**src/design/y2bgr_pkg.sv**
```systemverilog
// Shared constants and color arithmetic for the YUYV to BGR converter.
package y2bgr_pkg;

  localparam int ADDR_W = 23;
  localparam int CFG_W  = 11;
  localparam int SUM_W  = 21;

  localparam logic [CFG_W-1:0] PAIRS_RESET = 11'd320;
  localparam logic [CFG_W-1:0] ROWS_RESET  = 11'd480;

  // register indexes (paddr[2])
  localparam logic REG_PAIRS = 1'b0;
  localparam logic REG_ROWS  = 1'b1;

  // cycles the geometry pipeline needs before the frame restarts
  localparam logic [2:0] RESTART_CYCLES = 3'd4;

  // Q2.10 coefficients
  localparam logic signed [SUM_W-1:0] COEF_RV = 21'sd1436;
  localparam logic signed [SUM_W-1:0] COEF_GU = 21'sd352;
  localparam logic signed [SUM_W-1:0] COEF_GV = 21'sd731;
  localparam logic signed [SUM_W-1:0] COEF_BU = 21'sd1815;

  // remove the 128 offset from a chroma sample
  function automatic logic signed [8:0] chroma_offset(input logic [7:0] c);
    chroma_offset = $signed({1'b0, c}) - 9'sd128;
  endfunction

  // sum at 1/1024 scale: zero at or below zero, else floor and clamp to 255
  function automatic logic [7:0] to_byte(input logic signed [SUM_W-1:0] s);
    logic [7:0] res;
    if (s <= 0) begin
      res = 8'd0;
    end else if (|s[19:18]) begin
      res = 8'hFF;
    end else begin
      res = s[17:10];
    end
    to_byte = res;
  endfunction

  function automatic logic signed [SUM_W-1:0] luma_scaled(input logic [7:0] y);
    luma_scaled = $signed({3'b000, y, 10'b0});
  endfunction

  function automatic logic [7:0] blue_of(input logic [7:0] y, input logic signed [8:0] u);
    logic signed [SUM_W-1:0] uw;
    uw = SUM_W'(u);
    blue_of = to_byte(luma_scaled(y) + COEF_BU * uw);
  endfunction

  function automatic logic [7:0] green_of(input logic [7:0] y, input logic signed [8:0] u,
                                          input logic signed [8:0] v);
    logic signed [SUM_W-1:0] uw;
    logic signed [SUM_W-1:0] vw;
    uw = SUM_W'(u);
    vw = SUM_W'(v);
    green_of = to_byte(luma_scaled(y) - COEF_GU * uw - COEF_GV * vw);
  endfunction

  function automatic logic [7:0] red_of(input logic [7:0] y, input logic signed [8:0] v);
    logic signed [SUM_W-1:0] vw;
    vw = SUM_W'(v);
    red_of = to_byte(luma_scaled(y) + COEF_RV * vw);
  endfunction

endpackage

```
**src/design/yuyv_to_bgr_frame_flip.sv**
```systemverilog
// YUYV pixel pair to BGR converter with bottom-up frame store addressing.
//
//  port group   direction  handshake        payload
//  in_*         input      in_valid/ready   luma_first, chroma_blue, luma_second, chroma_red
//  out_*        output     out_valid/ready  bgr of both pixels, byte_address, frame_end
//  APB          slave      psel/penable     pairs_per_row @0x0, rows_per_frame @0x4
//
// One pair per cycle while out_ready is high and no restart is pending; pairs pass the
// input and result registers. After reset and every register write the frame geometry
// goes through a short pipeline (clamp, pair size, multiply); in_ready is low meanwhile.
// A stalled output holds the result; the input register keeps filling until it is full.
module yuyv_to_bgr_frame_flip #(
  parameter int MAX_ROWS  = 1024,
  parameter int MAX_PAIRS = 1024
) (
  input  logic        clk,
  input  logic        rst_n,

  input  logic        in_valid,
  output logic        in_ready,
  input  logic [7:0]  in_luma_first,
  input  logic [7:0]  in_chroma_blue,
  input  logic [7:0]  in_luma_second,
  input  logic [7:0]  in_chroma_red,

  output logic        out_valid,
  input  logic        out_ready,
  output logic [7:0]  out_blue_first,
  output logic [7:0]  out_green_first,
  output logic [7:0]  out_red_first,
  output logic [7:0]  out_blue_second,
  output logic [7:0]  out_green_second,
  output logic [7:0]  out_red_second,
  output logic [22:0] out_byte_address,
  output logic        out_frame_end,

  input  logic        psel,
  input  logic        penable,
  input  logic        pwrite,
  input  logic [2:0]  paddr,
  input  logic [31:0] pwdata,
  output logic [31:0] prdata,
  output logic        pready
);

  localparam int AW  = y2bgr_pkg::ADDR_W;
  localparam int CFW = y2bgr_pkg::CFG_W;
  localparam int PCW = $clog2(MAX_PAIRS + 1);
  localparam int RCW = $clog2(MAX_ROWS + 1);
  localparam int CW  = $clog2(MAX_PAIRS);
  localparam int RW  = $clog2(MAX_ROWS);
  localparam int PBW = PCW + 3;

  // configuration
  logic [CFW-1:0] cfg_pairs_r;
  logic [CFW-1:0] cfg_rows_r;
  logic           cfg_wr;

  // geometry pipeline
  logic [PCW-1:0] eff_pairs_r;
  logic [PCW-1:0] eff_pairs_nxt;
  logic [RCW-1:0] eff_rows_r;
  logic [RCW-1:0] eff_rows_nxt;
  logic [PBW-1:0] pair_bytes_r;
  logic [RCW-1:0] rows_m1_r;
  logic [AW-1:0]  last_base_r;
  logic [2:0]     busy_cnt_r;
  logic [2:0]     busy_cnt_nxt;

  // frame position
  logic [CW-1:0]  col_r;
  logic [CW-1:0]  col_nxt;
  logic [RW-1:0]  row_r;
  logic [RW-1:0]  row_nxt;
  logic [AW-1:0]  row_base_r;
  logic [AW-1:0]  row_base_nxt;
  logic           last_col;
  logic           last_row;

  // input stage
  logic           s1_valid_r;
  logic           s1_valid_nxt;
  logic [7:0]     s1_y0_r;
  logic [7:0]     s1_y1_r;
  logic [7:0]     s1_u_r;
  logic [7:0]     s1_v_r;
  logic [AW-1:0]  s1_addr_r;
  logic           s1_end_r;
  logic           s1_adv;
  logic           in_xfer;

  // result stage
  logic           out_valid_r;
  logic           out_valid_nxt;
  logic signed [8:0] s1_u_off;
  logic signed [8:0] s1_v_off;

  assign pready = 1'b1;
  assign cfg_wr = psel && penable && pwrite;

  always_comb begin
    if (paddr[2] == y2bgr_pkg::REG_PAIRS) begin
      prdata = {{(32-CFW){1'b0}}, cfg_pairs_r};
    end else begin
      prdata = {{(32-CFW){1'b0}}, cfg_rows_r};
    end
  end

  always_ff @(posedge clk) begin
    if (!rst_n) begin
      cfg_pairs_r <= y2bgr_pkg::PAIRS_RESET;
      cfg_rows_r  <= y2bgr_pkg::ROWS_RESET;
    end else if (cfg_wr) begin
      if (paddr[2] == y2bgr_pkg::REG_PAIRS) begin
        cfg_pairs_r <= pwdata[CFW-1:0];
      end else begin
        cfg_rows_r <= pwdata[CFW-1:0];
      end
    end
  end

  // zero acts as one, anything above the maximum acts as the maximum
  always_comb begin
    if (cfg_pairs_r == '0) begin
      eff_pairs_nxt = PCW'(1);
    end else if (32'(cfg_pairs_r) > 32'(MAX_PAIRS)) begin
      eff_pairs_nxt = PCW'(MAX_PAIRS);
    end else begin
      eff_pairs_nxt = PCW'(cfg_pairs_r);
    end
    if (cfg_rows_r == '0) begin
      eff_rows_nxt = RCW'(1);
    end else if (32'(cfg_rows_r) > 32'(MAX_ROWS)) begin
      eff_rows_nxt = RCW'(MAX_ROWS);
    end else begin
      eff_rows_nxt = RCW'(cfg_rows_r);
    end
  end

  always_ff @(posedge clk) begin
    eff_pairs_r  <= eff_pairs_nxt;
    eff_rows_r   <= eff_rows_nxt;
    pair_bytes_r <= PBW'(eff_pairs_r) * PBW'(6);
    rows_m1_r    <= eff_rows_r - RCW'(1);
    last_base_r  <= AW'(rows_m1_r) * AW'(pair_bytes_r);
  end

  always_comb begin
    if (cfg_wr) begin
      busy_cnt_nxt = y2bgr_pkg::RESTART_CYCLES;
    end else if (busy_cnt_r != 3'd0) begin
      busy_cnt_nxt = busy_cnt_r - 3'd1;
    end else begin
      busy_cnt_nxt = busy_cnt_r;
    end
  end

  always_ff @(posedge clk) begin
    if (!rst_n) begin
      busy_cnt_r <= y2bgr_pkg::RESTART_CYCLES;
    end else begin
      busy_cnt_r <= busy_cnt_nxt;
    end
  end

  // pipeline control
  assign s1_adv   = s1_valid_r && (!out_valid_r || out_ready);
  assign in_ready = (busy_cnt_r == 3'd0) && (!s1_valid_r || s1_adv);
  assign in_xfer  = in_valid && in_ready;

  assign last_col = (PCW'(col_r) + PCW'(1)) >= eff_pairs_r;
  assign last_row = (RCW'(row_r) + RCW'(1)) >= eff_rows_r;

  always_comb begin
    col_nxt      = col_r;
    row_nxt      = row_r;
    row_base_nxt = row_base_r;
    if (busy_cnt_r == 3'd1) begin
      col_nxt      = '0;
      row_nxt      = '0;
      row_base_nxt = last_base_r;
    end else if (in_xfer) begin
      if (last_col) begin
        col_nxt = '0;
        if (last_row) begin
          row_nxt      = '0;
          row_base_nxt = last_base_r;
        end else begin
          row_nxt      = row_r + RW'(1);
          row_base_nxt = row_base_r - AW'(pair_bytes_r);
        end
      end else begin
        col_nxt = col_r + CW'(1);
      end
    end
  end

  always_ff @(posedge clk) begin
    if (!rst_n) begin
      col_r      <= '0;
      row_r      <= '0;
      row_base_r <= '0;
    end else begin
      col_r      <= col_nxt;
      row_r      <= row_nxt;
      row_base_r <= row_base_nxt;
    end
  end

  // input register
  always_comb begin
    if (in_xfer) begin
      s1_valid_nxt = 1'b1;
    end else if (s1_adv) begin
      s1_valid_nxt = 1'b0;
    end else begin
      s1_valid_nxt = s1_valid_r;
    end
  end

  always_ff @(posedge clk) begin
    if (!rst_n) begin
      s1_valid_r <= 1'b0;
    end else begin
      s1_valid_r <= s1_valid_nxt;
    end
  end

  always_ff @(posedge clk) begin
    if (in_xfer) begin
      s1_y0_r   <= in_luma_first;
      s1_u_r    <= in_chroma_blue;
      s1_y1_r   <= in_luma_second;
      s1_v_r    <= in_chroma_red;
      s1_addr_r <= row_base_r + AW'(col_r) * AW'(6);
      s1_end_r  <= last_col && last_row;
    end
  end

  // result register
  assign s1_u_off = y2bgr_pkg::chroma_offset(s1_u_r);
  assign s1_v_off = y2bgr_pkg::chroma_offset(s1_v_r);

  always_comb begin
    if (s1_adv) begin
      out_valid_nxt = 1'b1;
    end else if (out_ready) begin
      out_valid_nxt = 1'b0;
    end else begin
      out_valid_nxt = out_valid_r;
    end
  end

  always_ff @(posedge clk) begin
    if (!rst_n) begin
      out_valid_r <= 1'b0;
    end else begin
      out_valid_r <= out_valid_nxt;
    end
  end

  always_ff @(posedge clk) begin
    if (s1_adv) begin
      out_blue_first   <= y2bgr_pkg::blue_of(s1_y0_r, s1_u_off);
      out_green_first  <= y2bgr_pkg::green_of(s1_y0_r, s1_u_off, s1_v_off);
      out_red_first    <= y2bgr_pkg::red_of(s1_y0_r, s1_v_off);
      out_blue_second  <= y2bgr_pkg::blue_of(s1_y1_r, s1_u_off);
      out_green_second <= y2bgr_pkg::green_of(s1_y1_r, s1_u_off, s1_v_off);
      out_red_second   <= y2bgr_pkg::red_of(s1_y1_r, s1_v_off);
      out_byte_address <= s1_addr_r;
      out_frame_end    <= s1_end_r;
    end
  end

  assign out_valid = out_valid_r;

endmodule

```
**config.mk**
```make
export PLATFORM = sky130hd
export DESIGN_NAME = yuyv_to_bgr_frame_flip
export DESIGN_NICKNAME = d
export VERILOG_FILES = /design/src/design/y2bgr_pkg.sv /design/src/design/yuyv_to_bgr_frame_flip.sv
export SDC_FILE = /design/constraint.sdc
export NUM_CORES = 1
export LEC_CHECK = 0
export ABC_CLOCK_PERIOD_IN_PS = 6900
export BUFFER_PORTS_ARGS = -buffer_cell sky130_fd_sc_hd__buf_2
export CORE_AREA = 2 2 303 155
export DETAILED_ROUTE_END_ITERATION = 8
export DIE_AREA = 0 0 305 157
export PLACE_DENSITY_LB_ADDON = 0.08
export SYNTH_ARGS = -nofsm -noshare
export SYNTH_HDL_FRONTEND = slang
export SYNTH_SLANG_ARGS = --single-unit
```
**constraint.sdc**
```tcl
create_clock -name clk -period 6.9 [get_ports clk]
set_input_delay 1.035 -clock clk [delete_from_list [all_inputs] [get_ports clk]]
set_output_delay 1.035 -clock clk [all_outputs]
set_load 0.005 [all_outputs]
```
==> out/results.tsv, run 1 <==
stage	metric	value	unit
timing	worst_pin_slew	0.911	ns
timing	rsz0062_at_grt	true	
grt	gr-usage-all-layers	24.1	%
setup_path	critical_path_class	reg -> reg	
layout	antenna_cells	0	
run	cap_violations	0	
timing	finalClockSkew	0.0165	ns
placement	hpwlAfterDp	46900	um
grt	grt_pass1_wl	93900	um
layout	drive_above_1_share	13.2	%
timing	post-route-period-util	99.2	%
logic_synthesis	ys_types	86	
routing	wl_per_cell	16.3	um
clocking	clk-insertion-delay-late	0.58	ns
setup_path	critPathMaxFanout	8	
setup_path	required	7.32	ns
layout	finalNetCount	3592	
clocking	cts_tree	done	
setup_path	crit_cells	33	
routing	routed_wl	58000	um
run_status	status	completed	
layout	nFillCells	3860	
die	die_h	157	um
clocking	cts-root-buf	clkbuf_16	
routing	firstDrtPassIters	7	
die	coreArea	0.0449	mm^2
setup_path	start_kind	flip-flop	
routing	via_per_inst	5.39	
die	rows	55	
timing	setup_violations	0	
timing	fmaxAchievable	146	MHz
layout	area_delta_synth_final	12.4	%
routing	postRouteAntennaNets	0	
setup_path	cp-end-kind	flip-flop	
routing	via_count	19233	
placement	place_congestion	0.865	
clocking	clock-sinks	263	
setup_path	worstRegToRegCells	33	
grt	gr-total-overflow	0	
placement	io_buffers	134	
setup_path	worst_ep_arrival_time	7.27	ns
die	dieArea	0.0479	mm^2
logic_synthesis	ys_ff_latch	263	
setup_path	cp_num_buf_inv	10	
die	die_w	305	um
setup_path	crit_slowest_cell	fa_1	
routing	drt_iter0_drc	953	
routing	drc_errors	0	
die	start_util	57.0	%
clocking	clkTransAtPathRegs	0.06	ns
clocking	cts_htree_levels	1	
logic_synthesis	syn_avg_cell_area	9.33	um^2
hold_path	min_path_cells	0	
clocking	cts_buffers	27	
logic_synthesis	ys_seq_area_share	25.5	%
timing	fin_crit	6.84	ns
grt	antenna_found_initial	0	
clocking	cts.path.max_buffers	3	
logic_synthesis	synth_top_flop_cell	dfxtp_1	
logic_synthesis	syn_inst	2747	
timing	final-hold-violation-count	0	
setup_path	critPathMostFrequentCell	inv_2	
hold_path	worstHoldPathType	reg -> reg	
logic_synthesis	ys_warn_count	0	
timing	final_max_slew_viol_count	0	
setup_path	path_delay_family	adder cells	
die	io_pins	181	
logic_synthesis	synth_edf_count	126	
setup_path	critical_path.max_stage_delay	0.53	ns
grt	grt_max_degree	68	
logic_synthesis	synth_area	0.0256	mm^2
logic_synthesis	async_reset_ff_share	0	%
timing	relSlewSlack	39.2	%
layout	final_cell_area	0.0288	mm^2
grt	grt_pass1_vias	19016	
placement	placed_area	0.0275	mm^2
repair_timing:
item	CTS	global route
hold buffers	0	0
cloned	0	0
buffers inserted	2	7
pin swaps	9	27
endpoints found under the setup margin	17	35
gates resized for setup	14	59
worst paths after layout:
| path | startpoint | to | slack [ns] |
|---|---|---|---|
| worst min-delay path | s1_addr_r[7] | out_byte_address[7] | 0.41 |
| worst max-delay path | s1_v_r[1] | out_green_second[2] | 0.06 |
| worst max register to register | s1_v_r[1] | out_green_second[2] | 0.06 |
| worst min register to register | s1_addr_r[7] | out_byte_address[7] | 0.41 |
logic make-up (layout without fill, tap and decap cells):
| family | count (synthesis) | count (layout) | synth area share [%] |
|---|---|---|---|
| xor gates and xnor gates | 173 | 173 | 5.94 |
| buffers and inverters | 499 | 698 | 7.66 |
| AOI/OAI and AO/OA | 533 | 533 | 13.6 |
| adders and majority gates | 572 | 572 | 33.4 |
| muxes | 20 | 20 | 0.840 |
| and+or+nand+nor | 685 | 685 | 13.0 |
| other | 2 | 23 | 0.0293 |
| DFF | 263 | 263 | 25.5 |
cell usage after synthesis, types with 37 or more instances:
library cell	n	area, um^2
dfxtp_1	137	2740
nor2_1	150	563
a21oi_1	171	856
nor2b_1	37	231
fa_1	187	3740
inv_1	413	1550
nand3_1	41	205
o21ai_0	85	425
xnor2_1	109	955
clkbuf_1	58	218
xor2_1	63	552
a21o_1	57	428
and2_1	67	419
edfxtp_1	126	3780
nand2_1	222	833
ha_1	385	4820
state kept, by name, indices dropped and copies added, names as in the netlist, 10 cells and up:
| signal | flops |
|---|---|
| row_r | 10 |
| eff_rows_r | 11 |
| pair_bytes_r | 13 |
| s1_addr_r | 22 |
| eff_pairs_r | 11 |
| row_base_r | 22 |
| cfg_rows_r | 11 |
| col_r | 10 |
| rows_m1_r | 11 |
| last_base_r | 22 |
| out_byte_address | 22 |
| cfg_pairs_r | 11 |
worst register-to-register path, delay by kind of cell, from the launching register on:
kind	cells	cell delay, ns
buffers and inverters	10	0.66
adders and majority gates	8	3.14
AOI/OAI and AO/OA	9	1.62
xor gates and xnor gates	2	0.22
and+or+nand+nor	4	0.69
DFF	1	0.34
cell usage in the layout, fill, tap and decap left out, drive strengths merged, types with 32 or more instances in the layout:
cell	count
buf	234
a21oi	171
nor2b	37
edfxtp	126
ha	385
inv	418
o21ai	100
o21a	32
a21o	57
xnor2	110
xor2	63
nand3	41
nand2	223
nor2	150
fa	187
and2	67
dfxtp	137
clkbuf	36
per-layer routing:
metal / vias to the layer above / routed length, um / track usage [%]
met2: 266 / 28900 / 44.3
met1: 9230 / 26200 / 30.9
met5: - / 0 / 0
met4: 0 / 1110 / 5.07
li1: 9668 / - / -
met3: 69 / 1740 / 2.65
area by class of cell:
class	count	area, um^2	area share (%)
inverters	414	1560	5.40
clock inverters	14	146	0.508
clock buffers	36	739	2.57
well taps	598	748	2.60
multi-input cells	2006	17700	61.3
flip-flops and latches	263	6530	22.6
repair buffers	234	1430	4.96
metrics by stage:
stage                     setup TNS, ns  hold slack, ns  worst slack, ns  utilization (%)  cells
after floorplan                       0           0.359          0.00882                -   2768
after global placement            -1.04           0.401           -0.112             61.2   3506
after detailed placement          -2.38           0.405           -0.221             61.2   3506
after CTS                             0           0.393           0.0244             63.4   3558
after global routing              -2.61           0.424           -0.221             64.1   3565
final                                 0           0.409           0.0556             64.1   3565
Power of run 1 is not shown: default switching activity piles up to over one toggle a cycle in this logic, so the estimate is an artifact.
==> run 2: changes to the inputs <==
--- a/config.mk
+++ b/config.mk
@@ -7,10 +7,10 @@
 export LEC_CHECK = 0
 export ABC_CLOCK_PERIOD_IN_PS = 6900
 export BUFFER_PORTS_ARGS = -buffer_cell sky130_fd_sc_hd__buf_2
-export CORE_AREA = 2 2 303 155
+export CORE_AREA = 2 2 216 218
 export DETAILED_ROUTE_END_ITERATION = 8
-export DIE_AREA = 0 0 305 157
-export PLACE_DENSITY_LB_ADDON = 0.08
+export DIE_AREA = 0 0 218 220
+export PLACE_DENSITY = 0.78
 export SYNTH_ARGS = -nofsm -noshare
 export SYNTH_HDL_FRONTEND = slang
 export SYNTH_SLANG_ARGS = --single-unit
==> run 2 against run 1 <==
The flow now finishes with violations (setup timing). Register-to-register slack worse by 0.07 ns. Clock skew is 0.0024 ns lower. Final cell count is 0.45% higher.
==> out/results.tsv, run 2 (synthesis gave the netlist of run 1 again) <==
stage	metric	value	unit	change
setup_path	start_kind	flip-flop		
die	coreArea	0.0459	mm^2	+2.1%
clocking	cts_tree	done		
routing	firstDrtPassIters	5		-2
clocking	clock-sinks	263		unchanged
grt	grt_pass1_wl	102000	um	+8.5%
timing	worst_pin_slew	1.21	ns	+0.295 ns
layout	final_common_cell	inv_1		
run	cap_violations	0		unchanged
grt	antenna_found_initial	1		+1
timing	final_max_slew_viol_count	0		unchanged
timing	final-hold-violation-count	0		unchanged
routing	via_count	20095		+4.5%
hold_path	worstHoldPathType	reg -> reg		
clocking	cts_buffers	30		+11%
timing	worst_slack	-0.0187	ns	-0.0743 ns
die	die_h	220	um	+40%
die	io_pins	181		unchanged
layout	finalNetCount	3597		+0.14%
setup_path	worst_ep_arrival_time	7.37	ns	+0.10 ns
setup_path	r2r_slack	-0.02	ns	-0.07 ns
routing	routed_wl	64200	um	+11%
setup_path	required	7.35	ns	+0.03 ns
layout	layout_common_cells	inv_1, ha_1, nand2_1		
die	die_w	218	um	-29%
die	dieArea	0.0480	mm^2	+0.16%
setup_path	critPathMostFrequentCell	inv_2		
setup_path	worst_r2r_endpoint	out_green_second[0]		
hold_path	min_to	out_byte_address[13]		
routing	postRouteAntennaNets	0		unchanged
placement	hpwlAfterDp	51300	um	+9.3%
setup_path	critPathMaxFanout	8		unchanged
layout	drive_above_1_share	15.2	%	+2.0 points
run_status	failed_checks	setup timing		
clocking	cts_htree_levels	1		unchanged
routing	drt_iter0_drc	1092		+15%
setup_path	critical_path_class	reg -> reg		
routing	drc_errors	0		unchanged
setup_path	r2r-start	s1_v_r[2]		
hold_path	min_from	s1_addr_r[13]		
placement	place_congestion	0.938		+8.4%
routing	via_per_inst	5.61		+4.0%
setup_path	crit_slowest_cell	fa_1		
timing	hold_ws	0.419	ns	+0.00975 ns
timing	finalClockSkew	0.0141	ns	-0.00244 ns
layout	area_delta_synth_final	14.1	%	
die	start_util	55.9	%	-1.2 points
timing	fmaxAchievable	145	MHz	-1.1%
timing	relSlewSlack	19.5	%	-20 points
placement	io_buffers	134		unchanged
die	rows	79		+44%
grt	grt_max_degree	69		+1.5%
grt	gr-usage-all-layers	26.5	%	+2.3 points
clocking	cts-root-buf	clkbuf_16		
routing	wl_per_cell	17.9	um	+10%
timing	rsz0062_at_grt	true		
timing	setup_violations	6		+6
grt	grt_pass1_vias	20845		+9.6%
timing	post-route-period-util	100	%	+1.1 points
hold_path	min_path_cells	0		unchanged
timing	fin_crit	6.92	ns	+0.0743 ns
run_status	status	finished with violations		
clocking	clk-insertion-delay-late	0.59	ns	about the same
setup_path	cp-end-kind	flip-flop		
setup_path	worstRegToRegCells	30		-9.1%
clocking	cts.path.max_buffers	3		unchanged
setup_path	critical_path.max_stage_delay	0.56	ns	+0.03 ns
layout	nFillCells	3642		-5.6%
clocking	clkTransAtPathRegs	0.06	ns	about the same
grt	gr-total-overflow	0		unchanged
-- run 2: per-stage QoR --
step | cell area (um^2) | setup WS, ns | setup TNS, ns | instances | util (%)
floorplan | 25800 | 0.00882 | 0 | 2768 | -
global route | 29200 | -0.265 | -3.71 | 3581 | 63.8
finish | 29200 | -0.0187 | -0.0646 | 3581 | 63.8
global placement | 27400 | -0.124 | -0.960 | 3504 | 59.8
CTS | 28600 | -0.00455 | -0.00455 | 3562 | 62.4
detailed placement | 27400 | -0.357 | -3.66 | 3504 | 59.8
-- run 2: layout make-up --
class	count	area, um^2	share of cell area [%]
Multi-Input combinational cell	2006	17900	61.4
Tap cell	607	759	2.60
Inverter	414	1560	5.32
Antenna cell	1	2.50	0.00856
Clock inverter	20	213	0.727
Sequential cell	263	6530	22.3
Clock buffer	34	786	2.69
Timing Repair Buffer	236	1460	4.98
-- run 2: worst max path at each step --
stage,start,end,slack (ns)
after global placement,s1_v_r[2],out_green_second[3],-0.12
after floorplan,s1_v_r[1],out_green_second[0],0.009
after global routing,s1_v_r[2],out_green_second[3],-0.26
after CTS,s1_v_r[2],out_green_second[0],-0.005
after detailed placement,s1_v_r[2],out_green_second[0],-0.36
final,s1_v_r[2],out_green_second[0],-0.02
-- run 2: per-layer routing --
metal,part of all wire [%],up-vias,track usage (%)
met5,0,-,0
met3,4.5,158,2.93
met2,51,605,49.7
li1,-,9664,-
met1,40,9668,30.2
met4,4.7,0,11.5
-- run 2: timing repair --
action | in CTS | in global routing
hold buffers | 0 | 0
setup buffers | 4 | 18
pin swaps | 13 | 61
setup endpoints to repair | 22 | 38
resized for setup | 27 | 101
-- run 2: critical path, delay by kind of cell, from the launching register on --
kind	cells	cell delay (ns)
AOI/OAI and AO/OA	8	1.75
xor gates and xnor gates	1	0.09
adders and majority gates	8	3.33
buffers and inverters	7	0.33
DFF	1	0.45
and+or+nand+nor	6	0.82
Power of run 2 is left out for the same reason.
==> run 3: changes to the inputs <==
--- a/config.mk
+++ b/config.mk
@@ -6,11 +6,12 @@
 export NUM_CORES = 1
 export LEC_CHECK = 0
 export ABC_CLOCK_PERIOD_IN_PS = 6900
-export BUFFER_PORTS_ARGS = -buffer_cell sky130_fd_sc_hd__buf_2
-export CORE_AREA = 2 2 216 218
+export CORE_AREA = 2 2 210 212
 export DETAILED_ROUTE_END_ITERATION = 8
-export DIE_AREA = 0 0 218 220
+export DIE_AREA = 0 0 212 214
+export DONT_BUFFER_PORTS = 1
 export PLACE_DENSITY = 0.78
+export SKIP_CTS_REPAIR_TIMING = 1
 export SYNTH_ARGS = -nofsm -noshare
 export SYNTH_HDL_FRONTEND = slang
 export SYNTH_SLANG_ARGS = --single-unit
==> run 3 against run 2 <==
The run now ends clean. Flip-flop and latch count is the same. Via count shrank 3.0%. Utilization grew 2.1 points. Worst hold slack gained 0.00098 ns. Largest cell class unchanged. Final area shrank 3.4%. Count of clock-buffer cells in the layout grew 7. Non-clock buffer count shrank 152. Critical path depth shrank 1.
==> out/results.tsv, run 3 (synthesis gave the netlist of run 1 again) <==
stage	metric	value	unit	change
run_status	status	completed		
clocking	cts.path.max_buffers	3		unchanged
timing	finalClockSkew	0.0255	ns	+0.0115 ns
routing	routed_wl	60500	um	-5.8%
setup_path	cp-end-kind	flip-flop		
grt	gr-usage-all-layers	26.9	%	+0.43 points
setup_path	required	7.34	ns	about the same
routing	via_count	19494		-3.0%
placement	hpwlAfterDp	49000	um	-4.4%
die	die_h	214	um	-2.7%
grt	grt_pass1_wl	99000	um	-2.9%
layout	area_delta_synth_final	10.2	%	
setup_path	critPathMostFrequentCell	fa_1		
routing	postRouteAntennaNets	0		unchanged
die	rows	76		-3.8%
timing	worst_pin_slew	1.02	ns	-0.190 ns
grt	grt_pass1_vias	20085		-3.6%
clocking	cts-root-buf	clkbuf_16		
timing	setup_violations	0		-6
die	io_pins	181		unchanged
hold_path	min_to	pair_bytes_r[1]		
clocking	cts_buffers	31		+3.3%
setup_path	cp_num_buf_inv	7		unchanged
layout	final_common_cell	inv_1		
timing	post-route-period-util	99.8	%	-0.44 points
routing	via_per_inst	5.72		+1.9%
grt	antenna_found_initial	1		unchanged
layout	finalNetCount	3446		-4.2%
timing	final-hold-violation-count	0		unchanged
layout	final_cell_area	0.0282	mm^2	-3.4%
clocking	cts_htree_levels	1		unchanged
setup_path	r2r-start	s1_v_r[1]		
routing	drc_errors	0		unchanged
setup_path	critPathMaxFanout	8		unchanged
placement	placed_area	0.0267	mm^2	-2.8%
grt	gr-total-overflow	0		unchanged
run	cap_violations	0		unchanged
setup_path	crit_slowest_cell	fa_1		
die	die_w	212	um	-2.8%
layout	layout_common_cells	inv_1, ha_1, nand2_1		
layout	finish.utilization	65.9	%	+2.1 points
placement	place_congestion	0.934		-0.47%
setup_path	worst_ep_arrival_time	7.33	ns	-0.04 ns
setup_path	path_delay_family	adder cells		
setup_path	worstRegToRegCells	29		-3.3%
hold_path	worstHoldPathType	reg -> reg		
die	coreArea	0.0429	mm^2	-6.5%
layout	drive_above_1_share	9.84	%	-5.4 points
hold_path	min_from	eff_pairs_r[0]		
timing	rsz0062_at_grt	true		
routing	drt_iter0_drc	913		-16%
timing	fmaxAchievable	145	MHz	+0.44%
routing	firstDrtPassIters	6		+1
layout	antenna_cells	0		-1
placement	dp_slack	-0.228	ns	+0.129 ns
timing	final_max_slew_viol_count	0		unchanged
setup_path	r2r_slack	0.01	ns	+0.03 ns
setup_path	start_kind	flip-flop		
setup_path	critical_path.max_stage_delay	0.56	ns	about the same
timing	worst_slack	0.0118	ns	+0.0306 ns
clocking	clock-sinks	263		unchanged
clocking	clk-insertion-delay-late	0.58	ns	about the same
timing	relSlewSlack	32.2	%	+13 points
clocking	clkTransAtPathRegs	0.06	ns	about the same
grt	grt_max_degree	72		+4.3%
hold_path	min_path_cells	0		unchanged
setup_path	worst_r2r_endpoint	out_green_second[5]		
layout	nFillCells	3381		-7.2%
setup_path	critical_path_class	reg -> reg		
placement	io_buffers	0		-100%
routing	wl_per_cell	17.7	um	-1.0%
clocking	cts_tree	done		
die	dieArea	0.0454	mm^2	-5.4%
timing	fin_crit	6.89	ns	-0.0306 ns
die	start_util	59.8	%	+3.9 points
==> run 3: layout make-up <==
| cell class | instances | area (um^2) | share of cell area (%) |
|---|---|---|---|
| clock buffer | 41 | 886 | 3.14 |
| clock inverter | 16 | 139 | 0.492 |
| inverter | 414 | 1560 | 5.52 |
| multi-input combinational | 2006 | 17800 | 62.9 |
| sequential | 263 | 6530 | 23.1 |
| tap | 585 | 732 | 2.59 |
| timing repair buffer | 84 | 646 | 2.29 |
==> run 3: layer usage <==
layer / vias to the layer above / share of wire, % / routed length [um] / GRT usage [%]
li1: 9381 / - / - / -
met4: 0 / 4.8 / 2900 / 11.4
met5: - / 0 / 0 / 0
met1: 9405 / 40 / 24100 / 31.7
met3: 165 / 5.1 / 3060 / 3.65
met2: 543 / 50 / 30400 / 48.6
==> run 3: worst max path at each step <==
| stage | startpoint | end | cells past startpoint |
|---|---|---|---|
| 6_report | s1_v_r[1] | out_green_second[5] | 29 |
| 5_1_grt | s1_v_r[1] | out_green_second[5] | 29 |
| 4_1_cts | s1_v_r[2] | out_green_first[1] | 29 |
| 3_5_place_dp | s1_v_r[2] | out_green_first[1] | 29 |
| 3_3_place_gp | s1_v_r[2] | out_green_first[0] | 29 |
| 2_1_floorplan | s1_v_r[1] | out_green_second[0] | 31 |
==> run 3: metrics by stage <==
stage | hold slack [ns] | instances | TNS, ns
floorplan | 0.359 | 2768 | 0
global placement | 0.404 | 3337 | -1.38
detailed placement | 0.407 | 3337 | -3.31
CTS | 0.416 | 3394 | -3.70
global route | 0.418 | 3409 | -2.67
finish | 0.420 | 3409 | 0
Power of run 3 is left out for the same reason.
